### src/rtl/tksl_pkg.sv
// ----------------------------------------------------------------------------
// tksl_pkg: shared types and constants for the top-k sorted score list
// Sizes, command/mode/status codes and the structs that go to the cells.
// ----------------------------------------------------------------------------
package tksl_pkg;

  localparam int MAX_ENTRIES = 16;
  localparam int CNT_W       = $clog2(MAX_ENTRIES + 1);
  localparam int CFG_W       = 5;
  localparam int ECNT_W      = 5;
  localparam int SCORE_W     = 32;
  localparam int TAG_W       = 32;
  localparam int POS_W       = 4;
  localparam int CMP_W       = (CNT_W > CFG_W) ? CNT_W : CFG_W;

  typedef enum logic [1:0] {
    CMD_ADD          = 2'd0,
    CMD_REMOVE_MATCH = 2'd1,
    CMD_REMOVE_POS   = 2'd2,
    CMD_NOP          = 2'd3
  } cmd_t;

  typedef enum logic [1:0] {
    MODE_SCORE = 2'd0,
    MODE_TAG   = 2'd1,
    MODE_BOTH  = 2'd2,
    MODE_ANY   = 2'd3
  } mode_t;

  typedef enum logic [1:0] {
    ST_DONE     = 2'd0,
    ST_REFUSED  = 2'd1,
    ST_NO_MATCH = 2'd2,
    ST_BAD_POS  = 2'd3
  } status_t;

  // Broadcast to every cell with the item being processed
  typedef struct packed {
    cmd_t                      cmd;
    logic signed [SCORE_W-1:0] score;
    logic [TAG_W-1:0]          tag;
    mode_t                     mode;
    logic                      full;
    logic                      add_ok;
  } tksl_req_t;

  // Per-slot occupancy decode from the held count
  typedef struct packed {
    logic occupied;
    logic first_free;
    logic last_held;
    logic pos_hit;
  } tksl_slot_t;

endpackage

### src/rtl/tksl_cell.sv
// ----------------------------------------------------------------------------
// tksl_cell: one slot of the sorted list
// Holds one score/tag pair; shifts from its upper or lower neighbor on add
// and remove, or loads the new entry at the insertion point.
// ----------------------------------------------------------------------------
module tksl_cell (
  input  logic                               clk,
  input  logic                               load_en,
  input  tksl_pkg::tksl_req_t                req,
  input  tksl_pkg::tksl_slot_t               slot,
  input  logic                               prev_lt,
  input  logic signed [tksl_pkg::SCORE_W-1:0] prev_score,
  input  logic [tksl_pkg::TAG_W-1:0]          prev_tag,
  input  logic signed [tksl_pkg::SCORE_W-1:0] next_score,
  input  logic [tksl_pkg::TAG_W-1:0]          next_tag,
  input  logic                               hit_in,
  output logic                               lt,
  output logic                               hit_out,
  output logic                               take,
  output logic signed [tksl_pkg::SCORE_W-1:0] score,
  output logic [tksl_pkg::TAG_W-1:0]          tag
);
  import tksl_pkg::*;

  logic in_range;
  logic score_eq;
  logic tag_eq;
  logic match;
  logic hit;

  always_comb begin
    // slot takes part in an add if held, or if it is the slot the list grows into
    in_range = slot.occupied | (slot.first_free & ~req.full);
    // a free slot or the entry about to drop out counts as below the new score
    lt = ~slot.occupied | (slot.last_held & req.full) | (score < req.score);
    score_eq = (score == req.score);
    tag_eq   = (tag == req.tag);
    case (req.mode)
      MODE_SCORE: match = score_eq;
      MODE_TAG:   match = tag_eq;
      MODE_BOTH:  match = score_eq & tag_eq;
      default:    match = 1'b1;
    endcase
    // only the two remove commands take a slot
    hit = slot.occupied & ((req.cmd == CMD_REMOVE_POS) ? slot.pos_hit :
                           ((req.cmd == CMD_REMOVE_MATCH) & match));
    take    = hit & ~hit_in;
    hit_out = hit_in | hit;
  end

  always_ff @(posedge clk) begin
    if (load_en) begin
      case (req.cmd)
        CMD_ADD: begin
          if (req.add_ok && in_range) begin
            if (prev_lt) begin
              score <= prev_score;
              tag   <= prev_tag;
            end else if (lt) begin
              score <= req.score;
              tag   <= req.tag;
            end
          end
        end
        CMD_REMOVE_MATCH, CMD_REMOVE_POS: begin
          // close the gap: the taken slot and all below it pull up
          if (take || hit_in) begin
            score <= next_score;
            tag   <= next_tag;
          end
        end
        default: begin
        end
      endcase
    end
  end

endmodule

### src/rtl/top_k_sorted_score_list_top.sv
// ----------------------------------------------------------------------------
// top_k_sorted_score_list_top: sorted top-k list of scored, tagged entries
// Chain of slot cells kept in descending score order, with add and remove.
// ----------------------------------------------------------------------------
// Usage:
//   Input channel (in_valid / in_stall) carries one command item: add an
//   entry, remove the first entry matching on score, tag, both or any, remove the entry
//   at a list position, or do nothing. Each item yields exactly one result item
//   on the output channel (out_valid / out_stall): a status code, the removed
//   entry (zero when nothing is removed) and the number of entries held.
//   Every cell compares its own entry with the broadcast request in the same
//   cycle and shifts to or from its neighbor, so the whole list updates
//   together. The result appears in the output register the cycle after
//   acceptance. Throughput is one item per cycle while the receiver does not
//   stall, set by the cell update and the one-deep output register.
//   The first-match search ripples through the cell chain.
//   When the receiver stalls, the result holds and the input stalls too
//   until the result is taken (in_stall follows out_stall while out_valid).
//   cfg_wr_en/cfg_wr_data set the capacity in use (0 acts as 1, values above
//   the built depth act as the depth); write it only while idle.
//   Reset empties the list and sets the capacity to 16. Slot contents are
//   not cleared: only held slots are ever read.
// ----------------------------------------------------------------------------
module top_k_sorted_score_list_top (
  input  logic                               clk,
  input  logic                               rst,
  input  logic                               in_valid,
  output logic                               in_stall,
  input  logic [1:0]                         cmd,
  input  logic signed [tksl_pkg::SCORE_W-1:0] entry_score,
  input  logic [tksl_pkg::TAG_W-1:0]          entry_tag,
  input  logic [1:0]                         match_mode,
  input  logic [tksl_pkg::POS_W-1:0]          position,
  output logic                               out_valid,
  input  logic                               out_stall,
  output logic [1:0]                         status,
  output logic signed [tksl_pkg::SCORE_W-1:0] removed_score,
  output logic [tksl_pkg::TAG_W-1:0]          removed_tag,
  output logic [tksl_pkg::ECNT_W-1:0]         entry_count,
  input  logic                               cfg_wr_en,
  input  logic [tksl_pkg::CFG_W-1:0]          cfg_wr_data
);
  import tksl_pkg::*;

  localparam logic [CFG_W-1:0] CAP_RESET = CFG_W'(16);

  logic                      accept;
  logic [CFG_W-1:0]          capacity;
  logic [CMP_W-1:0]          cap_wide;
  logic [CMP_W-1:0]          live_cap;
  logic [CNT_W-1:0]          held;
  logic [CNT_W-1:0]          held_next;
  logic signed [SCORE_W-1:0] last_score;
  logic                      refused;
  logic                      any_hit;
  logic [1:0]                status_next;
  logic signed [SCORE_W-1:0] rm_score;
  logic [TAG_W-1:0]          rm_tag;
  tksl_req_t                 req;
  tksl_slot_t                slot [MAX_ENTRIES];

  logic signed [SCORE_W-1:0] cell_score [MAX_ENTRIES];
  logic [TAG_W-1:0]          cell_tag   [MAX_ENTRIES];
  logic [MAX_ENTRIES-1:0]    cell_lt;
  logic [MAX_ENTRIES-1:0]    cell_hit;
  logic [MAX_ENTRIES-1:0]    cell_take;

  // Hold the input while a finished result still waits
  assign in_stall = out_valid & out_stall;
  assign accept   = in_valid & ~in_stall;

  // Clamp capacity to 1..MAX_ENTRIES
  always_comb begin
    cap_wide = CMP_W'(capacity);
    if (capacity == '0) begin
      live_cap = CMP_W'(1);
    end else if (cap_wide > CMP_W'(MAX_ENTRIES)) begin
      live_cap = CMP_W'(MAX_ENTRIES);
    end else begin
      live_cap = cap_wide;
    end
  end

  // Decode slot occupancy from the held count
  always_comb begin
    for (int i = 0; i < MAX_ENTRIES; i++) begin
      slot[i].occupied   = 32'(i) < 32'(held);
      slot[i].first_free = 32'(i) == 32'(held);
      slot[i].last_held  = 32'(i + 1) == 32'(held);
      slot[i].pos_hit    = 32'(i) == 32'(position);
    end
  end

  // Select the last held entry and the removed entry by one-hot OR
  always_comb begin
    last_score = '0;
    rm_score   = '0;
    rm_tag     = '0;
    for (int i = 0; i < MAX_ENTRIES; i++) begin
      if (slot[i].last_held) begin
        last_score = last_score | cell_score[i];
      end
      if (cell_take[i]) begin
        rm_score = rm_score | cell_score[i];
        rm_tag   = rm_tag | cell_tag[i];
      end
    end
  end

  always_comb begin
    req.cmd    = cmd_t'(cmd);
    req.score  = entry_score;
    req.tag    = entry_tag;
    req.mode   = mode_t'(match_mode);
    req.full   = CMP_W'(held) >= live_cap;
    // a full list refuses a score strictly below its last entry
    refused    = req.full & (last_score > entry_score);
    req.add_ok = ~refused;
  end

  assign any_hit = cell_hit[MAX_ENTRIES-1];

  // Next count and status
  always_comb begin
    held_next   = held;
    status_next = ST_DONE;
    case (req.cmd)
      CMD_ADD: begin
        if (refused) begin
          status_next = ST_REFUSED;
        end else if (!req.full) begin
          held_next = held + CNT_W'(1);
        end
      end
      CMD_REMOVE_MATCH: begin
        if (any_hit) begin
          held_next = held - CNT_W'(1);
        end else begin
          status_next = ST_NO_MATCH;
        end
      end
      CMD_REMOVE_POS: begin
        if (any_hit) begin
          held_next = held - CNT_W'(1);
        end else begin
          status_next = ST_BAD_POS;
        end
      end
      default: begin
      end
    endcase
  end

  // Row of slot cells; cell 0 holds the highest score
  for (genvar g = 0; g < MAX_ENTRIES; g++) begin : g_cell
    logic                      p_lt;
    logic signed [SCORE_W-1:0] p_score;
    logic [TAG_W-1:0]          p_tag;
    logic signed [SCORE_W-1:0] n_score;
    logic [TAG_W-1:0]          n_tag;
    logic                      h_in;

    if (g == 0) begin : g_head
      assign p_lt    = 1'b0;
      assign p_score = '0;
      assign p_tag   = '0;
      assign h_in    = 1'b0;
    end else begin : g_mid
      assign p_lt    = cell_lt[g-1];
      assign p_score = cell_score[g-1];
      assign p_tag   = cell_tag[g-1];
      assign h_in    = cell_hit[g-1];
    end

    if (g == MAX_ENTRIES - 1) begin : g_tail
      assign n_score = '0;
      assign n_tag   = '0;
    end else begin : g_body
      assign n_score = cell_score[g+1];
      assign n_tag   = cell_tag[g+1];
    end

    tksl_cell u_cell (
      .clk        (clk),
      .load_en    (accept),
      .req        (req),
      .slot       (slot[g]),
      .prev_lt    (p_lt),
      .prev_score (p_score),
      .prev_tag   (p_tag),
      .next_score (n_score),
      .next_tag   (n_tag),
      .hit_in     (h_in),
      .lt         (cell_lt[g]),
      .hit_out    (cell_hit[g]),
      .take       (cell_take[g]),
      .score      (cell_score[g]),
      .tag        (cell_tag[g])
    );
  end

  // Control state: count, capacity, output valid
  always_ff @(posedge clk) begin
    if (rst) begin
      held      <= '0;
      capacity  <= CAP_RESET;
      out_valid <= 1'b0;
    end else begin
      if (cfg_wr_en) begin
        capacity <= cfg_wr_data;
      end
      if (accept) begin
        held      <= held_next;
        out_valid <= 1'b1;
      end else if (!out_stall) begin
        out_valid <= 1'b0;
      end
    end
  end

  // Result payload
  always_ff @(posedge clk) begin
    if (accept) begin
      status        <= status_next;
      removed_score <= rm_score;
      removed_tag   <= rm_tag;
      entry_count   <= ECNT_W'(held_next);
    end
  end

  // Count never passes the built depth
  a_held_bound: assert property (@(posedge clk) disable iff (rst)
    32'(held) <= 32'(MAX_ENTRIES))
    else $error("held count exceeds depth");

  // At most one cell is taken by a remove
  a_take_onehot: assert property (@(posedge clk) disable iff (rst)
    $onehot0(cell_take))
    else $error("more than one cell taken");

  // An accepted item always leaves a result
  a_result: assert property (@(posedge clk) disable iff (rst)
    accept |=> out_valid)
    else $error("accepted item produced no result");

  // Failed remove reports a zero entry
  a_zero_miss: assert property (@(posedge clk) disable iff (rst)
    out_valid && (status == ST_NO_MATCH || status == ST_BAD_POS)
      |-> removed_score == '0 && removed_tag == '0)
    else $error("failed remove returned data");

endmodule

### config.mk
export PLATFORM = sky130hd
export DESIGN_NAME = top_k_sorted_score_list_top
export DESIGN_NICKNAME = d
export VERILOG_FILES = /design/src/rtl/tksl_pkg.sv /design/src/rtl/tksl_cell.sv /design/src/rtl/top_k_sorted_score_list_top.sv
export SDC_FILE = /design/constraint.sdc
export NUM_CORES = 2
export LEC_CHECK = 0
export BUFFER_PORTS_ARGS = -buffer_cell sky130_fd_sc_hd__buf_2
export CORE_UTILIZATION = 31
export CTS_CLUSTER_SIZE = 25
export DETAILED_ROUTE_END_ITERATION = 7
export PLACE_DENSITY = 0.59
export SLEW_MARGIN = 20
export SYNTH_ARGS = -nofsm -noshare
export SYNTH_HDL_FRONTEND = slang
export SYNTH_SLANG_ARGS = --single-unit
### constraint.sdc
create_clock -name clk -period 17.79 [get_ports clk]
set_clock_uncertainty 0.15 [all_clocks]
set_input_delay 4.4475 -clock clk [delete_from_list [all_inputs] [get_ports clk]]
set_output_delay 4.4475 -clock clk [all_outputs]
set_load 0.01 [all_outputs]
==> summary by stage <==
Run status
The flow ran to the end, but the final reports show violations. The final reports fail on design-rule violations.

Placement
The number of cells after detailed placement is about 11000. The final weighted congestion in routability-driven placement is between 1 and 1.5. Buffers placed on the I/O ports in this run total 154. The post-detailed-placement half-perimeter wirelength is between 300000 and 400000 um.

Synth
The mapped netlist covers ~83000 um^2. The simple-gate share of the synthesized area is a little over an eighth. The xor and xnor fraction of the mapped netlist area is around 5.4%. The number of synthesized flops with an enable pin is 1095.

The cell count after synthesis is between 8000 and 9000. The fraction of synthesized area in multiplexers is around 7.8%. The most instantiated flip-flop cell in the synthesis netlist is edfxtp_1. The synthesized netlist devotes 20.7% of its cell area to compound gates. Yosys attributes the largest share of cell area to edfxtp_1 (40%), ha_1 (8.5%), mux2i_1 (7.8%). After synthesis the netlist holds a flip-flop and latch count of 1106.

The most repeated cell in the gate-level netlist after synthesis is edfxtp_1. The distinct cell type count after synthesis is 89. For this run, the number of Yosys warnings is 0.

The top cell type by area accounts for 39.8% of the synthesized area. The share of synthesized cell area in full adder, half adder and majority cells is under 10%. The post-synthesis async set-or-reset flop share is 0%. After synthesis, the mean cell area works out to approximately 10 um^2. When the netlist entered floorplanning its net count stood at approximately 8800. The largest total area in the synthesized netlist belongs to edfxtp_1. The dominant combinational cell family by area after synthesis is compound AO/OA/AOI/OAI gates. The commonest cells after synthesis are edfxtp_1 (1095), nand2_1 (877), o21ai_0 (666). The part of the Yosys area used for sequential elements is roughly two fifths.

Final layout
The register area is about 33000 um^2. Summing all multi-input logic gate instances after layout gives 46700 um^2. The number of filler instances in the final layout is between 20000 and 30000. Measured on the finished design, the core utilization comes to between 30% and 40%. The area growth from synthesis to layout is 10.9%.

The layout net count is 8600. The number of standard cells in the final layout excluding fillers is 11619. The fraction of layout cells with a size suffix above 1 is under 10%.

Clock tree
After clock tree synthesis, the setup repair step added 0 buffers. The longest clock path from root to sink contains 4 buffers. The H-tree was split into 4 levels.

The root buffer selected by CTS is clkbuf_16. Buffers inserted to repair hold after CTS numbered 0. The total clock buffers created by CTS is between 100 and 150. The CTS tree is yes. The number of gates resized after CTS was 0. After clock tree synthesis, the clock-pin slew on the worst setup and hold paths is roughly 0.050 ns. The clock latency on the worst-skew pair is about 0.9 ns.

For this design, the sink count on the clock tree is approximately 1100.

Critical path
Counting both buffers and inverters, the worst setup path holds a total of 5. For the worst setup path, the data required time is between 15 and 20 ns. The critical path in this run is classified as input pin to flip-flop. In this design, the critical path's most frequently occurring cell is buf_4. Walking the worst path, the cells encountered are buf_2, inv_1, ha_1, nand4_1, nor4_1, buf_4, a31oi_1, nand4b_1, and3_1, o2111ai_4, or2_4, buf_4, nor2_1, a221oi_4, buf_4. The kind of cell with the highest combined delay along the critical path is simple AND/OR/NAND/NOR gates. The largest stage delay on the critical path is 1.05 ns. The worst setup path is launched from an input pin.

The critical-path maximum fanout is 41. The largest individual stage delay along the critical path comes from the cell a221oi_4. STA classifies the critical path endpoint as a flip-flop.

STA puts the critical path data arrival time at approximately 13 ns.

STA
Static timing analysis puts the maximum clock frequency at 0.0783 GHz. The final setup violation count is 0. The clock period could shrink to 12.78 ns. The final max-slew violation count was 0. The worst hold slack across all endpoints is between 0.3 and 0.4 ns.

In this run the tightest slew margin relative to its limit is between 10 and 15%. The final-report hold violation count was 0. Setup total negative slack on the finished layout was measured at 0 ns. For the pin with the worst max-slew slack, the measured transition is 1.35 ns. The share of the clock period used by the worst path after layout is between 70% and 80%.

Setup repair after global routing left no endpoint under its margin.

Drt
The final layout contains routed wiring with a total length of between 400000 and 500000 um. The number of detailed-route iterations in the first pass is 8. The average vias per placed instance is between 6 and 7. The routed wirelength normalized by instance count is about 40 um. The post-route antenna net violation count is 0. The total number of vias is just under 80000. The number of DRC markers after the initial detailed-route iteration is around 15000. For this run, design rule violations remaining after detail routing come to 85.

Global route
The via count of the first global-routing pass is between 70000 and 80000. Global routing consumed, over all layers together, roughly 33% of the routing resources. The pin count of the biggest net entering global routing is 201. The initial antenna violation count is 45. The first global-routing pass estimated a little over 600000 um of wire.

The remaining global-route overflow is 0.

Floorplan
From bottom edge to top edge, the die measures between 500 and 600 um. The die width is 518 um. After floorplanning, the core was divided into between 150 and 200 placement rows. The die area is about 270000 um^2. The core area is approximately 270000 um^2. The effective utilization at floorplan is 31.2%. For this design the top-level I/O count stands at roughly 160.

Job
Across the run, the number of max-cap violations was 0.

Power
Power spread over the standard cell area amounts to roughly 97 nW/um^2. After layout, the design draws a total of between 8 and 9 mW. The worst supply voltage drop on vdd is just under 0.08 mV.

For this design the static power due to leakage is 33.9 nW.

Hold path
The worst min-delay path category is flip-flop to flip-flop.
[cell families (layout without fill, tap and decap cells)]
logic type | count (synthesis) | after routing
buf+inv | 848 | 738
compound gates | 2344 | 2344
other cells | 0 | 22
simple gates | 2160 | 2160
mux | 645 | 645
fa+ha+maj | 558 | 558
xor+xnor | 513 | 513
flops | 1106 | 1106
[stage by stage]
step           area (um^2)  setup slack [ns]
2_1_floorplan        82600              2.83
4_1_cts              91500              5.38
3_3_place_gp         86900              4.01
6_report             91600              5.01
5_1_grt              91600              5.23
3_5_place_dp         87000              4.54
[where the power goes]
part | internal (mW) | switching [mW]
clock network | 1.71 | 1.27
registers | 3.21 | 0.386
logic | 0.737 | 1.59
[layout make-up]
| cell class | instances | area share [%] |
|---|---|---|
| multi-input cells | 6220 | 50.9 |
| flip-flops and latches | 1106 | 36.1 |
| well taps | 3533 | 4.82 |
| clock buffers | 174 | 4.18 |
| repair buffers | 336 | 2.46 |
| clock inverters | 77 | 0.783 |
| inverters | 151 | 0.624 |
| diodes | 22 | 0.0601 |
[layer usage]
layer | global-route usage [%] | part of all wire [%] | vias up | routed length, um
li1 | - | - | 31406 | -
met1 | 40.8 | 36 | 38168 | 166000
met2 | 48.4 | 42 | 7141 | 192000
met3 | 10.0 | 13 | 1991 | 61100
met4 | 23.8 | 8.9 | 20 | 41000
met5 | 0.0356 | 0.037 | - | 170
[sequential cells by signal, indices dropped and copies added (netlist names)]
signal / cells
cap_wide: 5
entry_count: 5
g_cell.u_cell.score: 512
g_cell.u_cell.tag: 512
held: 5
out_valid: 1
removed_score: 32
removed_tag: 32
status: 2
[cells in the final DEF, fill, tap and decap left out, drive strengths merged, types with 64 or more instances in the layout]
| cell type | count |
|---|---|
| xor2 | 374 |
| a221o | 295 |
| nor2b | 76 |
| a21o | 199 |
| o2111ai | 64 |
| nand4 | 200 |
| inv | 154 |
| o21ai | 668 |
| nor3b | 246 |
| buf | 336 |
| a22oi | 284 |
| ha | 558 |
| a31oi | 102 |
| edfxtp | 1095 |
| nand2 | 877 |
| mux2i | 643 |
| nor2 | 338 |
| nor4 | 140 |
| a22o | 114 |
| a222oi | 100 |
| clkbuf | 174 |
| a21oi | 179 |
| xnor2 | 139 |
[worst min-delay path, cell delays in order (launching register included)]
cell	delay, ns
dfxtp_1	0.35
mux2i_1	0.08
nor2_1	0.08
[path summary, 6_finish.rpt]
kind | startpoint | to | slack, ns | cells past startpoint
setup / recovery | entry_score[31] | g_cell[8].u_cell.tag[23]$_DFFE_PP_ | 5.01 | 15
setup reg to reg | held[4]$_SDFFE_PP0P_ | g_cell[11].u_cell.tag[13]$_DFFE_PP_ | 7.25 | 18
hold / removal | cap_wide[0]$_SDFFE_PP0P_ | cap_wide[0]$_SDFFE_PP0P_ | 0.39 | 2
hold reg to reg | cap_wide[0]$_SDFFE_PP0P_ | cap_wide[0]$_SDFFE_PP0P_ | 0.39 | 2
Power figures use the tool's default switching activity.
